## config.mk

```make
export PLATFORM = sky130hd
export DESIGN_NAME = ptu_ctrl_flat
export DESIGN_NICKNAME = d
export VERILOG_FILES = /design/src/rtl/ptu_pkg.sv /design/src/rtl/ptu_ifs.sv /design/src/rtl/ptu_ctrl.sv /design/src/flat_wrapper.sv
export SDC_FILE = /design/constraint.sdc
export NUM_CORES = 1
export LEC_CHECK = 0
export BUFFER_PORTS_ARGS = -buffer_cell sky130_fd_sc_hd__buf_2
export CELL_PAD_IN_SITES_DETAIL_PLACEMENT = 1
export CELL_PAD_IN_SITES_GLOBAL_PLACEMENT = 1
export CORE_ASPECT_RATIO = 1.4
export CORE_MARGIN = 3
export CORE_UTILIZATION = 23
export DETAILED_ROUTE_END_ITERATION = 10
export PLACE_DENSITY = 0.57
export SLEW_MARGIN = 25
export SYNTH_ARGS = -nofsm -noshare
export SYNTH_HDL_FRONTEND = slang
export SYNTH_SLANG_ARGS = --single-unit
```

## constraint.sdc

```tcl
create_clock -name clk -period 5.4 [get_ports clk]
set_input_delay 0.54 -clock clk [delete_from_list [all_inputs] [get_ports clk]]
set_output_delay 0.54 -clock clk [all_outputs]
set_load 0.05 [all_outputs]
```

## src/rtl/ptu_pkg.sv

```systemverilog
// shared types, constants and helpers for the page translation unit
package ptu_pkg;

  localparam int TABLE_PAGE_BITS = 10;
  localparam int TABLE_ENTRIES   = 1 << TABLE_PAGE_BITS;
  localparam int PAGE_SIZE       = 4096;
  localparam int PAGE_BITS       = $clog2(PAGE_SIZE);
  localparam int ADDR_W          = 32;
  localparam int VPN_W           = ADDR_W - PAGE_BITS;
  localparam int SIZE_W          = 13;
  localparam int PFE_W           = 3;
  localparam int CFG_INDEX_W     = 1;
  localparam int CFG_DATA_W      = 32;

  localparam logic [VPN_W:0]      TABLE_SIZE      = (VPN_W + 1)'(1) << TABLE_PAGE_BITS;
  localparam logic [ADDR_W-1:0]   RAM_BYTES_RESET = 32'd16777216;

  localparam logic [PFE_W-1:0] PFE_NONE       = 3'h0;
  localparam logic [PFE_W-1:0] PFE_USER       = 3'h4;
  localparam logic [PFE_W-1:0] PFE_WRITE_PROT = 3'h3;
  localparam logic [PFE_W-1:0] PFE_USER_PROT  = 3'h5;

  typedef enum logic [1:0] {
    KIND_TRANSLATE,
    KIND_MAP,
    KIND_INVALIDATE,
    KIND_FLUSH
  } kind_t;

  typedef enum logic [2:0] {
    FAULT_NONE,
    FAULT_ZERO_SIZE,
    FAULT_CROSS_PAGE,
    FAULT_NOT_PRESENT,
    FAULT_READ_ONLY,
    FAULT_SUPERVISOR,
    FAULT_BAD_PHYS,
    FAULT_BEYOND_TABLE
  } fault_t;

  typedef enum logic [CFG_INDEX_W-1:0] {
    CFG_PAGING_ON,
    CFG_RAM_BYTES
  } cfg_index_t;

  typedef enum logic [1:0] {
    ST_INIT,
    ST_IDLE,
    ST_EXEC,
    ST_FLUSH
  } state_t;

  typedef struct packed {
    logic             dirty;
    logic             accessed;
    logic             user;
    logic             writable;
    logic             present;
    logic [VPN_W-1:0] frame;
  } pte_t;

  typedef struct packed {
    logic              paging_on;
    logic [ADDR_W-1:0] ram_bytes;
  } cfg_t;

  typedef struct packed {
    logic                       rd_en;
    logic [TABLE_PAGE_BITS-1:0] rd_addr;
    logic                       wr_en;
    logic [TABLE_PAGE_BITS-1:0] wr_addr;
  } mem_ctl_t;

  typedef struct packed {
    kind_t             kind;
    logic [ADDR_W-1:0] lin_addr;
    logic [SIZE_W-1:0] access_bytes;
    logic              is_write;
    logic              is_user;
    logic [VPN_W-1:0]  map_page_index;
    logic [VPN_W-1:0]  map_frame;
    logic              map_writable;
    logic              map_user_ok;
    logic              map_present;
  } item_t;

  typedef struct packed {
    logic [ADDR_W-1:0] physical_address;
    fault_t            fault_code;
    logic [PFE_W-1:0]  page_fault_error;
    logic              page_accessed;
    logic              page_dirty;
  } result_t;

  function automatic logic phys_bad(logic [ADDR_W-1:0] addr, logic [SIZE_W-1:0] size,
                                    logic [ADDR_W-1:0] ram);
    logic [ADDR_W-1:0] room;
    room = ram - addr;
    return (size == '0) || (addr > ram) || ({{(ADDR_W - SIZE_W){1'b0}}, size} > room);
  endfunction

  function automatic logic beyond_table(logic [VPN_W-1:0] vpn);
    return {1'b0, vpn} >= TABLE_SIZE;
  endfunction

endpackage

```

## src/rtl/ptu_ifs.sv

```systemverilog
// valid/ready channel interfaces for items, results and configuration writes
interface ptu_in_if;
  import ptu_pkg::*;
  logic              valid;
  logic              ready;
  logic [1:0]        kind;
  logic [ADDR_W-1:0] lin_addr;
  logic [SIZE_W-1:0] access_bytes;
  logic              is_write;
  logic              is_user;
  logic [VPN_W-1:0]  map_page_index;
  logic [VPN_W-1:0]  map_frame;
  logic              map_writable;
  logic              map_user_ok;
  logic              map_present;

  modport source (output valid, kind, lin_addr, access_bytes, is_write, is_user,
                  map_page_index, map_frame, map_writable, map_user_ok, map_present,
                  input ready);
  modport sink (input valid, kind, lin_addr, access_bytes, is_write, is_user,
                map_page_index, map_frame, map_writable, map_user_ok, map_present,
                output ready);
endinterface

interface ptu_out_if;
  import ptu_pkg::*;
  logic              valid;
  logic              ready;
  logic [ADDR_W-1:0] physical_address;
  logic [2:0]        fault_code;
  logic [PFE_W-1:0]  page_fault_error;
  logic              page_accessed;
  logic              page_dirty;

  modport source (output valid, physical_address, fault_code, page_fault_error,
                  page_accessed, page_dirty, input ready);
  modport sink (input valid, physical_address, fault_code, page_fault_error,
                page_accessed, page_dirty, output ready);
endinterface


```

## src/rtl/ptu_ctrl.sv

```systemverilog
// sequencer and read-modify-write datapath over the page and cached-bit memories
module ptu_ctrl (
  input  logic              clk,
  input  logic              rst_n,
  ptu_in_if.sink            in_item,
  ptu_out_if.source         out_item,
  input  ptu_pkg::cfg_t     cfg,
  output ptu_pkg::mem_ctl_t pte_ctl,
  output ptu_pkg::pte_t     pte_wdata,
  input  ptu_pkg::pte_t     pte_rdata,
  output ptu_pkg::mem_ctl_t cch_ctl,
  output logic              cch_wdata,
  input  logic              cch_rdata
);
  import ptu_pkg::*;

  state_t                     state_r, state_nxt;
  logic [TABLE_PAGE_BITS-1:0] sweep_r, sweep_nxt;
  item_t                      item_r, item_nxt;
  logic                       out_valid_r, out_valid_nxt;
  result_t                    res_r, res_nxt;

  logic                       in_accept;
  logic [VPN_W-1:0]           in_vpn;
  logic                       sweep_last;
  logic                       out_free;
  logic                       exec_go;

  // exec datapath
  result_t                    res_calc;
  pte_t                       pte_upd;
  logic                       pte_we;
  logic                       cch_we;
  logic                       cch_wval;
  logic [TABLE_PAGE_BITS-1:0] exec_addr;
  logic [VPN_W-1:0]           vpn;
  logic                       lin_beyond;
  logic [ADDR_W-1:0]          last_byte;
  logic [ADDR_W-1:0]          phys;

  assign in_accept  = in_item.valid && in_item.ready;
  assign in_vpn     = (kind_t'(in_item.kind) == KIND_MAP) ? in_item.map_page_index
                                                          : in_item.lin_addr[ADDR_W-1:PAGE_BITS];
  assign sweep_last = &sweep_r;
  assign out_free   = !out_valid_r || out_item.ready;
  assign exec_go    = (state_r == ST_EXEC) && out_free;

  always_comb begin
    vpn        = item_r.lin_addr[ADDR_W-1:PAGE_BITS];
    lin_beyond = beyond_table(vpn);
    last_byte  = item_r.lin_addr + ADDR_W'(item_r.access_bytes) - ADDR_W'(1);
    phys       = {pte_rdata.frame, item_r.lin_addr[PAGE_BITS-1:0]};
    pte_upd    = pte_rdata;
    pte_we     = 1'b0;
    cch_we     = 1'b0;
    cch_wval   = 1'b0;
    exec_addr  = vpn[TABLE_PAGE_BITS-1:0];
    res_calc.physical_address = '0;
    res_calc.fault_code       = FAULT_NONE;
    res_calc.page_fault_error = PFE_NONE;
    case (item_r.kind)
      KIND_TRANSLATE: begin
        if (!cfg.paging_on) begin
          if (phys_bad(item_r.lin_addr, item_r.access_bytes, cfg.ram_bytes)) begin
            res_calc.fault_code = FAULT_BAD_PHYS;
          end else begin
            res_calc.physical_address = item_r.lin_addr;
          end
        end else if (item_r.access_bytes == '0) begin
          res_calc.fault_code = FAULT_ZERO_SIZE;
        end else if (last_byte[ADDR_W-1:PAGE_BITS] != vpn) begin
          res_calc.fault_code = FAULT_CROSS_PAGE;
        end else if (lin_beyond) begin
          res_calc.fault_code       = FAULT_BEYOND_TABLE;
          res_calc.page_fault_error = item_r.is_user ? PFE_USER : PFE_NONE;
        end else if (!cch_rdata && !pte_rdata.present) begin
          res_calc.fault_code       = FAULT_NOT_PRESENT;
          res_calc.page_fault_error = item_r.is_user ? PFE_USER : PFE_NONE;
        end else if (item_r.is_write && !pte_rdata.writable) begin
          res_calc.fault_code       = FAULT_READ_ONLY;
          res_calc.page_fault_error = PFE_WRITE_PROT | (item_r.is_user ? PFE_USER : PFE_NONE);
        end else if (item_r.is_user && !pte_rdata.user) begin
          res_calc.fault_code       = FAULT_SUPERVISOR;
          res_calc.page_fault_error = PFE_USER_PROT;
        end else begin
          if (!cch_rdata) begin
            pte_upd.accessed = 1'b1;
            if (item_r.is_write) begin
              pte_upd.dirty = 1'b1;
            end
            pte_we   = 1'b1;
            cch_we   = 1'b1;
            cch_wval = 1'b1;
          end
          if (phys_bad(phys, item_r.access_bytes, cfg.ram_bytes)) begin
            res_calc.fault_code = FAULT_BAD_PHYS;
          end else begin
            res_calc.physical_address = phys;
          end
        end
      end
      KIND_MAP: begin
        exec_addr        = item_r.map_page_index[TABLE_PAGE_BITS-1:0];
        pte_upd.dirty    = 1'b0;
        pte_upd.accessed = 1'b0;
        pte_upd.user     = item_r.map_user_ok;
        pte_upd.writable = item_r.map_writable;
        pte_upd.present  = item_r.map_present;
        pte_upd.frame    = item_r.map_frame;
        pte_we           = !beyond_table(item_r.map_page_index);
        cch_we           = pte_we;
      end
      KIND_INVALIDATE: begin
        cch_we = !lin_beyond;
      end
      default: begin
      end
    endcase
    // map results always report cleared bits, so the linear page test is enough
    res_calc.page_accessed = !lin_beyond && pte_upd.accessed;
    res_calc.page_dirty    = !lin_beyond && pte_upd.dirty;
  end

  always_comb begin
    state_nxt = state_r;
    case (state_r)
      ST_INIT: begin
        if (sweep_last) begin
          state_nxt = ST_IDLE;
        end
      end
      ST_IDLE: begin
        if (in_accept) begin
          state_nxt = ST_EXEC;
        end
      end
      ST_EXEC: begin
        if (out_free) begin
          state_nxt = (item_r.kind == KIND_FLUSH) ? ST_FLUSH : ST_IDLE;
        end
      end
      ST_FLUSH: begin
        if (sweep_last) begin
          state_nxt = ST_IDLE;
        end
      end
      default: begin
        state_nxt = ST_INIT;
      end
    endcase
  end

  always_comb begin
    in_item.ready   = (state_r == ST_IDLE);
    pte_ctl.rd_en   = in_accept;
    pte_ctl.rd_addr = in_vpn[TABLE_PAGE_BITS-1:0];
    pte_ctl.wr_en   = 1'b0;
    pte_ctl.wr_addr = exec_addr;
    pte_wdata       = pte_upd;
    cch_ctl.rd_en   = in_accept;
    cch_ctl.rd_addr = in_vpn[TABLE_PAGE_BITS-1:0];
    cch_ctl.wr_en   = 1'b0;
    cch_ctl.wr_addr = exec_addr;
    cch_wdata       = cch_wval;
    sweep_nxt       = sweep_r;
    case (state_r)
      ST_INIT: begin
        pte_ctl.wr_en   = 1'b1;
        pte_ctl.wr_addr = sweep_r;
        pte_wdata       = '0;
        cch_ctl.wr_en   = 1'b1;
        cch_ctl.wr_addr = sweep_r;
        cch_wdata       = 1'b0;
        sweep_nxt       = sweep_r + TABLE_PAGE_BITS'(1);
      end
      ST_EXEC: begin
        pte_ctl.wr_en = exec_go && pte_we;
        cch_ctl.wr_en = exec_go && cch_we;
      end
      ST_FLUSH: begin
        cch_ctl.wr_en   = 1'b1;
        cch_ctl.wr_addr = sweep_r;
        cch_wdata       = 1'b0;
        sweep_nxt       = sweep_r + TABLE_PAGE_BITS'(1);
      end
      default: begin
      end
    endcase

    item_nxt = item_r;
    if (in_accept) begin
      item_nxt.kind           = kind_t'(in_item.kind);
      item_nxt.lin_addr       = in_item.lin_addr;
      item_nxt.access_bytes   = in_item.access_bytes;
      item_nxt.is_write       = in_item.is_write;
      item_nxt.is_user        = in_item.is_user;
      item_nxt.map_page_index = in_item.map_page_index;
      item_nxt.map_frame      = in_item.map_frame;
      item_nxt.map_writable   = in_item.map_writable;
      item_nxt.map_user_ok    = in_item.map_user_ok;
      item_nxt.map_present    = in_item.map_present;
    end

    res_nxt       = exec_go ? res_calc : res_r;
    out_valid_nxt = exec_go ? 1'b1 : (out_valid_r && !out_item.ready);
  end

  always_ff @(posedge clk) begin
    if (!rst_n) begin
      state_r     <= ST_INIT;
      sweep_r     <= '0;
      out_valid_r <= 1'b0;
    end else begin
      state_r     <= state_nxt;
      sweep_r     <= sweep_nxt;
      out_valid_r <= out_valid_nxt;
    end
  end

  always_ff @(posedge clk) begin
    item_r <= item_nxt;
    res_r  <= res_nxt;
  end

  assign out_item.valid            = out_valid_r;
  assign out_item.physical_address = res_r.physical_address;
  assign out_item.fault_code       = res_r.fault_code;
  assign out_item.page_fault_error = res_r.page_fault_error;
  assign out_item.page_accessed    = res_r.page_accessed;
  assign out_item.page_dirty       = res_r.page_dirty;

endmodule

```

## src/flat_wrapper.sv

```systemverilog
// flat-port wrapper written by rule: the top's interface ports become plain ports
module ptu_ctrl_flat import ptu_pkg::*;
  (clk, rst_n, cfg, pte_ctl, pte_wdata, pte_rdata, cch_ctl, cch_wdata, cch_rdata, in_item_valid, in_item_kind, in_item_lin_addr, in_item_access_bytes, in_item_is_write, in_item_is_user, in_item_map_page_index, in_item_map_frame, in_item_map_writable, in_item_map_user_ok, in_item_map_present, in_item_ready, out_item_valid, out_item_physical_address, out_item_fault_code, out_item_page_fault_error, out_item_page_accessed, out_item_page_dirty, out_item_ready);
  ptu_in_if in_item_i ();
  ptu_out_if out_item_i ();
  input  logic clk;
  input  logic rst_n;
  input  ptu_pkg::cfg_t cfg;
  output ptu_pkg::mem_ctl_t pte_ctl;
  output ptu_pkg::pte_t pte_wdata;
  input  ptu_pkg::pte_t pte_rdata;
  output ptu_pkg::mem_ctl_t cch_ctl;
  output logic cch_wdata;
  input  logic cch_rdata;
  input wire logic [$bits(in_item_i.valid)-1:0] in_item_valid;
  input wire logic [$bits(in_item_i.kind)-1:0] in_item_kind;
  input wire logic [$bits(in_item_i.lin_addr)-1:0] in_item_lin_addr;
  input wire logic [$bits(in_item_i.access_bytes)-1:0] in_item_access_bytes;
  input wire logic [$bits(in_item_i.is_write)-1:0] in_item_is_write;
  input wire logic [$bits(in_item_i.is_user)-1:0] in_item_is_user;
  input wire logic [$bits(in_item_i.map_page_index)-1:0] in_item_map_page_index;
  input wire logic [$bits(in_item_i.map_frame)-1:0] in_item_map_frame;
  input wire logic [$bits(in_item_i.map_writable)-1:0] in_item_map_writable;
  input wire logic [$bits(in_item_i.map_user_ok)-1:0] in_item_map_user_ok;
  input wire logic [$bits(in_item_i.map_present)-1:0] in_item_map_present;
  output wire logic [$bits(in_item_i.ready)-1:0] in_item_ready;
  output wire logic [$bits(out_item_i.valid)-1:0] out_item_valid;
  output wire logic [$bits(out_item_i.physical_address)-1:0] out_item_physical_address;
  output wire logic [$bits(out_item_i.fault_code)-1:0] out_item_fault_code;
  output wire logic [$bits(out_item_i.page_fault_error)-1:0] out_item_page_fault_error;
  output wire logic [$bits(out_item_i.page_accessed)-1:0] out_item_page_accessed;
  output wire logic [$bits(out_item_i.page_dirty)-1:0] out_item_page_dirty;
  input wire logic [$bits(out_item_i.ready)-1:0] out_item_ready;
  assign in_item_i.valid = in_item_valid;
  assign in_item_i.kind = in_item_kind;
  assign in_item_i.lin_addr = in_item_lin_addr;
  assign in_item_i.access_bytes = in_item_access_bytes;
  assign in_item_i.is_write = in_item_is_write;
  assign in_item_i.is_user = in_item_is_user;
  assign in_item_i.map_page_index = in_item_map_page_index;
  assign in_item_i.map_frame = in_item_map_frame;
  assign in_item_i.map_writable = in_item_map_writable;
  assign in_item_i.map_user_ok = in_item_map_user_ok;
  assign in_item_i.map_present = in_item_map_present;
  assign in_item_ready = in_item_i.ready;
  assign out_item_valid = out_item_i.valid;
  assign out_item_physical_address = out_item_i.physical_address;
  assign out_item_fault_code = out_item_i.fault_code;
  assign out_item_page_fault_error = out_item_i.page_fault_error;
  assign out_item_page_accessed = out_item_i.page_accessed;
  assign out_item_page_dirty = out_item_i.page_dirty;
  assign out_item_i.ready = out_item_ready;
  ptu_ctrl u_core (.clk(clk), .rst_n(rst_n), .in_item(in_item_i), .out_item(out_item_i), .cfg(cfg), .pte_ctl(pte_ctl), .pte_wdata(pte_wdata), .pte_rdata(pte_rdata), .cch_ctl(cch_ctl), .cch_wdata(cch_wdata), .cch_rdata(cch_rdata));
endmodule
```

==> reports/metrics.yaml, run 1 <==
run_status:
  status: "finished, final reports clean"
logic_synthesis:
  async_reset_ff_share_pct: 0
  synth_cells: 1417
  ys_seq_area_share_pct: 34.02
  synthesis.area_sq_um: 12420
  synth_flop_cell: "edfxtp_1"
  syn_area_per_cell_sq_um: 8.764
  synth_cell_types: 84
  ys_ff_latch: 145
  syn-num-nets: 1696
  yosys_warnings: 0
  synth-edff-count: 132
worst_setup_path:
  timing.rr.start: "u_core.item_r[58]"
  critPathArrivalTime_ps: 4670
  ff2ff_setup_slack_ps: 410
  worstRegToRegCells: 22
  startpoint: "u_core.item_r[70]"
  crit_family: "compound AO/OA/AOI/OAI gates"
  crit_required_ps: 4860
  path_cells: "inv_1 > ha_1 > inv_1 > ha_1 > a21o_1 > a311oi_4 > buf_4 > nand4_1 > o311ai_2 > buf_4 > mux2i_4 > o2111ai_2 > nand4b_1 > or4_4 > nor3_4 > a31oi_4 > a221oi_2 > buf_6"
  worstSetupEndpoint: "cch_ctl[10]"
  critical_path_class: "flop to output port"
  r2r-end: "u_core.out_item.physical_address[14]"
  cp_num_cells: 18
  critPathCaptureType: "output port"
  critPathSlowestCell: "or4_4"
  critPathBufInv: 5
  cp_slowest_stage_delay_ps: 470
  start_kind: "flop"
  critPathMaxFanout: 4
detailed_routing:
  viasPerCell: 4.876
  routed_wirelength_mm: 50.72
  ant_nets: 0
  num_vias: 11740
  dr.first_iter.drc_count: 446
  route.detailed.drc: 0
  first_pass_iters: 7
  post_drt_wl_per_cell_microns: 21.06
floorplanning:
  coreArea_sq_um: 53300
  rows: 100
  io_pins: 267
  die_y_microns: 280.9
  die-area_sq_um: 56860
  start_util_pct: 23.30
  die_w_microns: 202.4
final_layout:
  nFillCells: 6458
  drive_gt1_share_pct: 23.79
  fin_area_sq_um: 15460
  nNetsFinal: 1960
  n_antenna_cell: 0
  final_cells: 2408
  syn2layout_area_growth_pct: 24.51
timing:
  setup_slack_ps: 185.5
  setup_viol: 0
  fin_skew_ps: 15.96
  max_freq_mhz: 191.8
  worstMarginPinSlew_ps: 968.2
  slew_violations: 0
  slew_headroom_pct: 35.32
  final_hold_viol_count: 0
  fin_crit_ps: 5215
  holdWs_ps: 268.0
  timing.final.crit_share_pct: 96.56
grt:
  overflow: 0
  antenna_found_initial: 0
  grt_pass1_vias: 12590
  grt_use_total_pct: 17.28
  grt_max_degree: 56
  grt_pass1_wl_mm: 74.87
min_path:
  hold_start: "in_item_map_frame[9]"
  whs_path_depth: 1
  hp-class: "input pin to flop"
clocking:
  cts_num_sinks: 145
  cts_tree: "built"
  root_buffer: "clkbuf_16"
  clkLatencyLatePin_ps: 440
  cts_made_buffers: 17
  path_clk_slew_ps: 70
  clockBufferDepth: 2
  htreeDepth: 4
place:
  dp_worst_setup_slack_ps: 41.08
  port_buffers: 266
  placed_cell_area_sq_um: 14560
  dp.cells: 2362
  dp_hpwl_mm: 42.58
  place.gp.congestion: 0.9195
pwr:
  p_leak_nw: 6.543
  power_per_cell_area_nw_per_um2: 376.9
  peakVddDrop_uv: 428.2
run:
  cap_violations: 0
==> cell type report <==
| cell class | instances | area, sq um | share of cell area (%) |
|---|---|---|---|
| Clock buffer | 18 | 429.2 | 2.776 |
| Inverter | 123 | 461.7 | 2.986 |
| Sequential cell | 145 | 4224 | 27.32 |
| Tap cell | 714 | 893.4 | 5.778 |
| Clock inverter | 14 | 193.9 | 1.254 |
| Multi-Input combinational cell | 1087 | 7581 | 49.03 |
| Timing Repair Buffer | 307 | 1679 | 10.86 |
==> per-stage QoR <==
stage	utilization, %	TNS (ps)	total power (W)
after floorplan	-	0	0.003618
after global placement	27.32	0	0.004429
after detailed placement	27.32	0	0.004459
after CTS	28.71	0	0.005828
after global routing	29.01	-76.42	0.006191
final	29.01	0	0.005827
==> worst min-delay path by stage <==
stage	endpoint	slack, ps
5_1_grt	u_core.item_r[33]	240
3_3_place_gp	u_core.state_r[1]	530
2_1_floorplan	u_core.state_r[1]	510
3_5_place_dp	u_core.state_r[1]	550
6_report	u_core.item_r[12]	270
4_1_cts	u_core.item_r[8]	240
==> cell usage after synthesis (15+ instances only) <==
cell type | number | area (sq um)
nor2b_1 | 18 | 112.6
edfxtp_1 | 132 | 3964
nand3_1 | 29 | 145.1
a21oi_1 | 117 | 585.6
inv_1 | 123 | 461.7
and2_1 | 20 | 125.1
a21o_1 | 25 | 187.7
a211oi_1 | 18 | 135.1
nand2_1 | 156 | 585.6
nor2_1 | 94 | 352.8
o21ai_0 | 61 | 305.3
clkbuf_1 | 38 | 142.6
nand4_1 | 27 | 168.9
xor2_1 | 19 | 166.4
xnor2_1 | 47 | 411.6
a22o_1 | 20 | 175.2
nand2b_1 | 15 | 93.84
o21a_1 | 26 | 195.2
nor3_1 | 33 | 165.2
a31oi_1 | 34 | 212.7
ha_1 | 123 | 1539
==> placed cells by master (no fill, tap or decap), drive strengths merged, types with 12 or more instances in the layout <==
master / n
a21o: 25
inv: 131
ha: 123
a31oi: 35
o21bai: 13
o21a: 26
nand4: 27
buf: 307
nand3: 29
o21ai: 72
o211ai: 13
nand2: 156
and3: 13
edfxtp: 132
nand2b: 15
and2: 21
nor2: 94
a21oi: 117
dfxtp: 13
mux2: 12
a22o: 20
nor4: 12
a211oi: 20
clkbuf: 18
xnor2: 47
nor2b: 19
xor2: 19
mux2i: 13
nor3: 34
==> registers in the layout, indices dropped and copies added (netlist names) <==
| name | count |
|---|---|
| u_core.item_r | 92 |
| u_core.out_item.physical_address | 32 |
| u_core.sweep_r | 10 |
| u_core.out_item.fault_code | 3 |
| u_core.out_item.page_fault_error | 3 |
| u_core.state_r | 2 |
| u_core.out_item.page_accessed | 1 |
| u_core.out_item.page_dirty | 1 |
| u_core.out_item.valid | 1 |
==> power breakdown <==
part | leakage, nW | switching (W) | internal (W)
Sequential | 1.31 | 0.0000822 | 0.00138
Combinational | 4.94 | 0.00211 | 0.000980
Clock | 0.300 | 0.000533 | 0.000746
==> repair_timing <==
item	in CTS	in global routing
hold buffers	0	0
resized for setup	21	20
pin swaps	4	14
endpoints found under the setup margin	4	36
endpoints found under the hold margin	0	0
setup buffers	5	9
==> per-layer routing <==
layer	up-vias	wire length, microns	track usage (%)
met5	-	0	0
met3	70	1227	1.935
li1	5739	-	-
met4	0	2050	7.218
met2	240	27050	33.09
met1	5692	20390	19.25
==> cell families (layout without fill, tap and decap cells) <==
family          Yosys count  count (layout)  share of synthesized area (%)
simple gates            454             454                          17.96
xor+xnor                 66              66                          4.655
buf+inv                 185             462                          6.287
mux                      25              25                          2.136
compound gates          418             418                          22.39
flops                   145             145                          34.02
fa+ha+maj               124             124                          12.55
(Power assumes the default switching activity.)
==> inputs of run 2 (changes only) <==
--- a/config.mk
+++ b/config.mk
@@ -10,9 +10,9 @@
 export CELL_PAD_IN_SITES_GLOBAL_PLACEMENT = 1
 export CORE_ASPECT_RATIO = 1.4
 export CORE_MARGIN = 3
-export CORE_UTILIZATION = 23
+export CORE_UTILIZATION = 42
 export DETAILED_ROUTE_END_ITERATION = 10
-export PLACE_DENSITY = 0.57
+export PLACE_DENSITY = 0.89
 export SLEW_MARGIN = 25
 export SYNTH_ARGS = -nofsm -noshare
 export SYNTH_HDL_FRONTEND = slang
==> reports/metrics.yaml, run 2 (synthesis results as in run 1) <==
clocking:
  cts_made_buffers: 17  # unchanged
  cts_tree: "built"  # unchanged
  clockBufferDepth: 2  # unchanged
  cts_num_sinks: 145  # unchanged
  clkLatencyLatePin_ps: 440  # about the same
  htreeDepth: 4  # unchanged
  root_buffer: "clkbuf_16"  # unchanged
  path_clk_slew_ps: 70  # about the same
detailed_routing:
  m1WireLength_mm: 17.90  # was 20.39 mm
  dr.first_iter.drc_count: 724  # was 446
  ant_nets: 0  # unchanged
  routed_wirelength_mm: 48.24  # was 50.72 mm
  wl_met2_mm: 25.50  # was 27.05 mm
  route.detailed.drc: 0  # unchanged
  first_pass_iters: 5  # was 7
  met3_length_mm: 2.379  # was 1.227 mm
  post_drt_wl_per_cell_microns: 23.59  # was 21.06 microns
  routed.top_layer: "met4"  # unchanged
  viasPerCell: 6.064  # was 4.876
  num_vias: 12400  # was 11740
grt:
  grt_max_degree: 62  # was 56
  grt_pass1_vias: 13190  # was 12590
  grt_pass1_wl_mm: 73.33  # was 74.87 mm
  antenna_found_initial: 1  # was 0
  grt_use_total_pct: 30.04  # was 17.28%
  overflow: 0  # unchanged
final_layout:
  nNetsFinal: 1936  # was 1960
  layout_commonest_cell: "buf_2"  # unchanged
  largest_reg_flops: 92  # unchanged
  utilization_pct: 51.11  # was 29.01%
  syn2layout_area_growth_pct: 18.42  # was 24.51%
  final_cells: 2045  # was 2408
  drive_gt1_share_pct: 21.63  # was 23.79%
  largest-register: "u_core.item_r"  # unchanged
  layout_common_cells: "buf_2 (263), nand2_1 (156), edfxtp_1 (132)"  # unchanged
timing:
  setup_viol: 0  # unchanged
  fin_skew_ps: 13.63  # was 15.96 ps
  worstMarginPinSlew_ps: 1056  # was 968.2 ps
  final_hold_viol_count: 0  # unchanged
  timing.final.crit_share_pct: 98.54  # was 96.56%
  tns_ps: 0  # unchanged
  slew_headroom_pct: 29.45  # was 35.32%
  slew_violations: 0  # unchanged
  max_freq_mhz: 187.9  # was 191.8 MHz
  fin_crit_ps: 5321  # was 5215 ps
place:
  place.gp.congestion: 0.9620  # was 0.9195
  dp.cells: 2009  # was 2362
  dp_hpwl_mm: 38.96  # was 42.58 mm
  port_buffers: 266  # unchanged
pwr:
  p_leak_nw: 6.382  # was 6.543 nW
  total_power_w: 0.005630  # was 0.005827 W
  power_per_cell_area_nw_per_um2: 382.9  # was 376.9 nW/um^2
  peakVddDrop_uv: 437.2  # was 428.2 uV
run:
  cap_violations: 0  # unchanged
floorplanning:
  die-area_sq_um: 31700  # was 56860 sq um
  die_w_microns: 151.3  # was 202.4 microns
  die_y_microns: 209.5  # was 280.9 microns
  start_util_pct: 43.16  # was 23.30%
  rows: 73  # was 100
  coreArea_sq_um: 28770  # was 53300 sq um
  io_pins: 267  # unchanged
worst_setup_path:
  critPathArrivalTime_ps: 4780  # was 4670 ps
  critPathMaxFanout: 7  # was 4
  critical_path_class: "flop to output port"  # unchanged
  crit_required_ps: 4860  # about the same
  start_kind: "flop"  # unchanged
  critPathCaptureType: "output port"  # unchanged
min_path:
  hp-class: "input pin to flop"  # unchanged
run_status:
  status: "finished, final reports clean"  # unchanged
[run 2: timing repair]
action	CTS	global route
setup endpoints to repair	4	36
gates resized for setup	8	16
pin swaps	1	1
buffers inserted	1	3
hold buffers	0	0
[run 2: metrics by stage]
stage	instance area [sq um]	worst slack, ps	hold slack, ps
after detailed placement	14030	-189.5	543.9
after CTS	14620	10.16	260.1
after floorplan	12420	208.8	509.4
after global routing	14710	-8.109	267.2
final	14710	79.01	270.0
after global placement	14030	10.89	533.2
[run 2: final timing paths]
path	start	to	cells after the start	slack (ps)
hold / removal	in_item_lin_addr[27]	u_core.item_r[85]	1	270
hold reg to reg	u_core.item_r[64]	u_core.out_item.physical_address[6]	1	560
setup / recovery	u_core.item_r[54]	pte_ctl[10]	16	80
setup reg to reg	u_core.item_r[58]	u_core.out_item.physical_address[13]	20	230
[run 2: cell type report]
class	instances	area, sq um
repair buffers	283	1499
diodes	1	2.502
flip-flops and latches	145	4224
clock buffers	20	436.7
multi-input cells	1087	7520
fillers	3493	14070
well taps	375	469.2
clock inverters	11	92.59
inverters	123	461.7
[run 2: report_power, final]
part / internal, W / switching [W] / leakage (nW) / total, W
sequential: 0.00138 / 0.0000917 / 1.31 / 0.00147
combinational: 0.000940 / 0.00212 / 4.82 / 0.00306
clock: 0.000625 / 0.000472 / 0.251 / 0.00110
total: 0.00294 / 0.00269 / 6.38 / 0.00563
[run 2: critical path, cell delays in order, from the launching register on]
cell and delay, ps:
edfxtp_1 410, inv_1 90, ha_1 290, inv_1 40, ha_1 400, a21oi_2 210
o211ai_1 160, a31o_2 320, o311ai_4 350, mux2i_1 280, o2111ai_1 170, nand4b_1 210
or4_4 460, nor3_4 220, a31oi_1 180, o31ai_1 300, buf_4 260
[run 2: layer usage]
layer	GRT usage, %	vias up
met3	4.406	128
met2	54.70	435
met1	33.54	6134
li1	-	5704
met4	14.74	0
met5	0	-
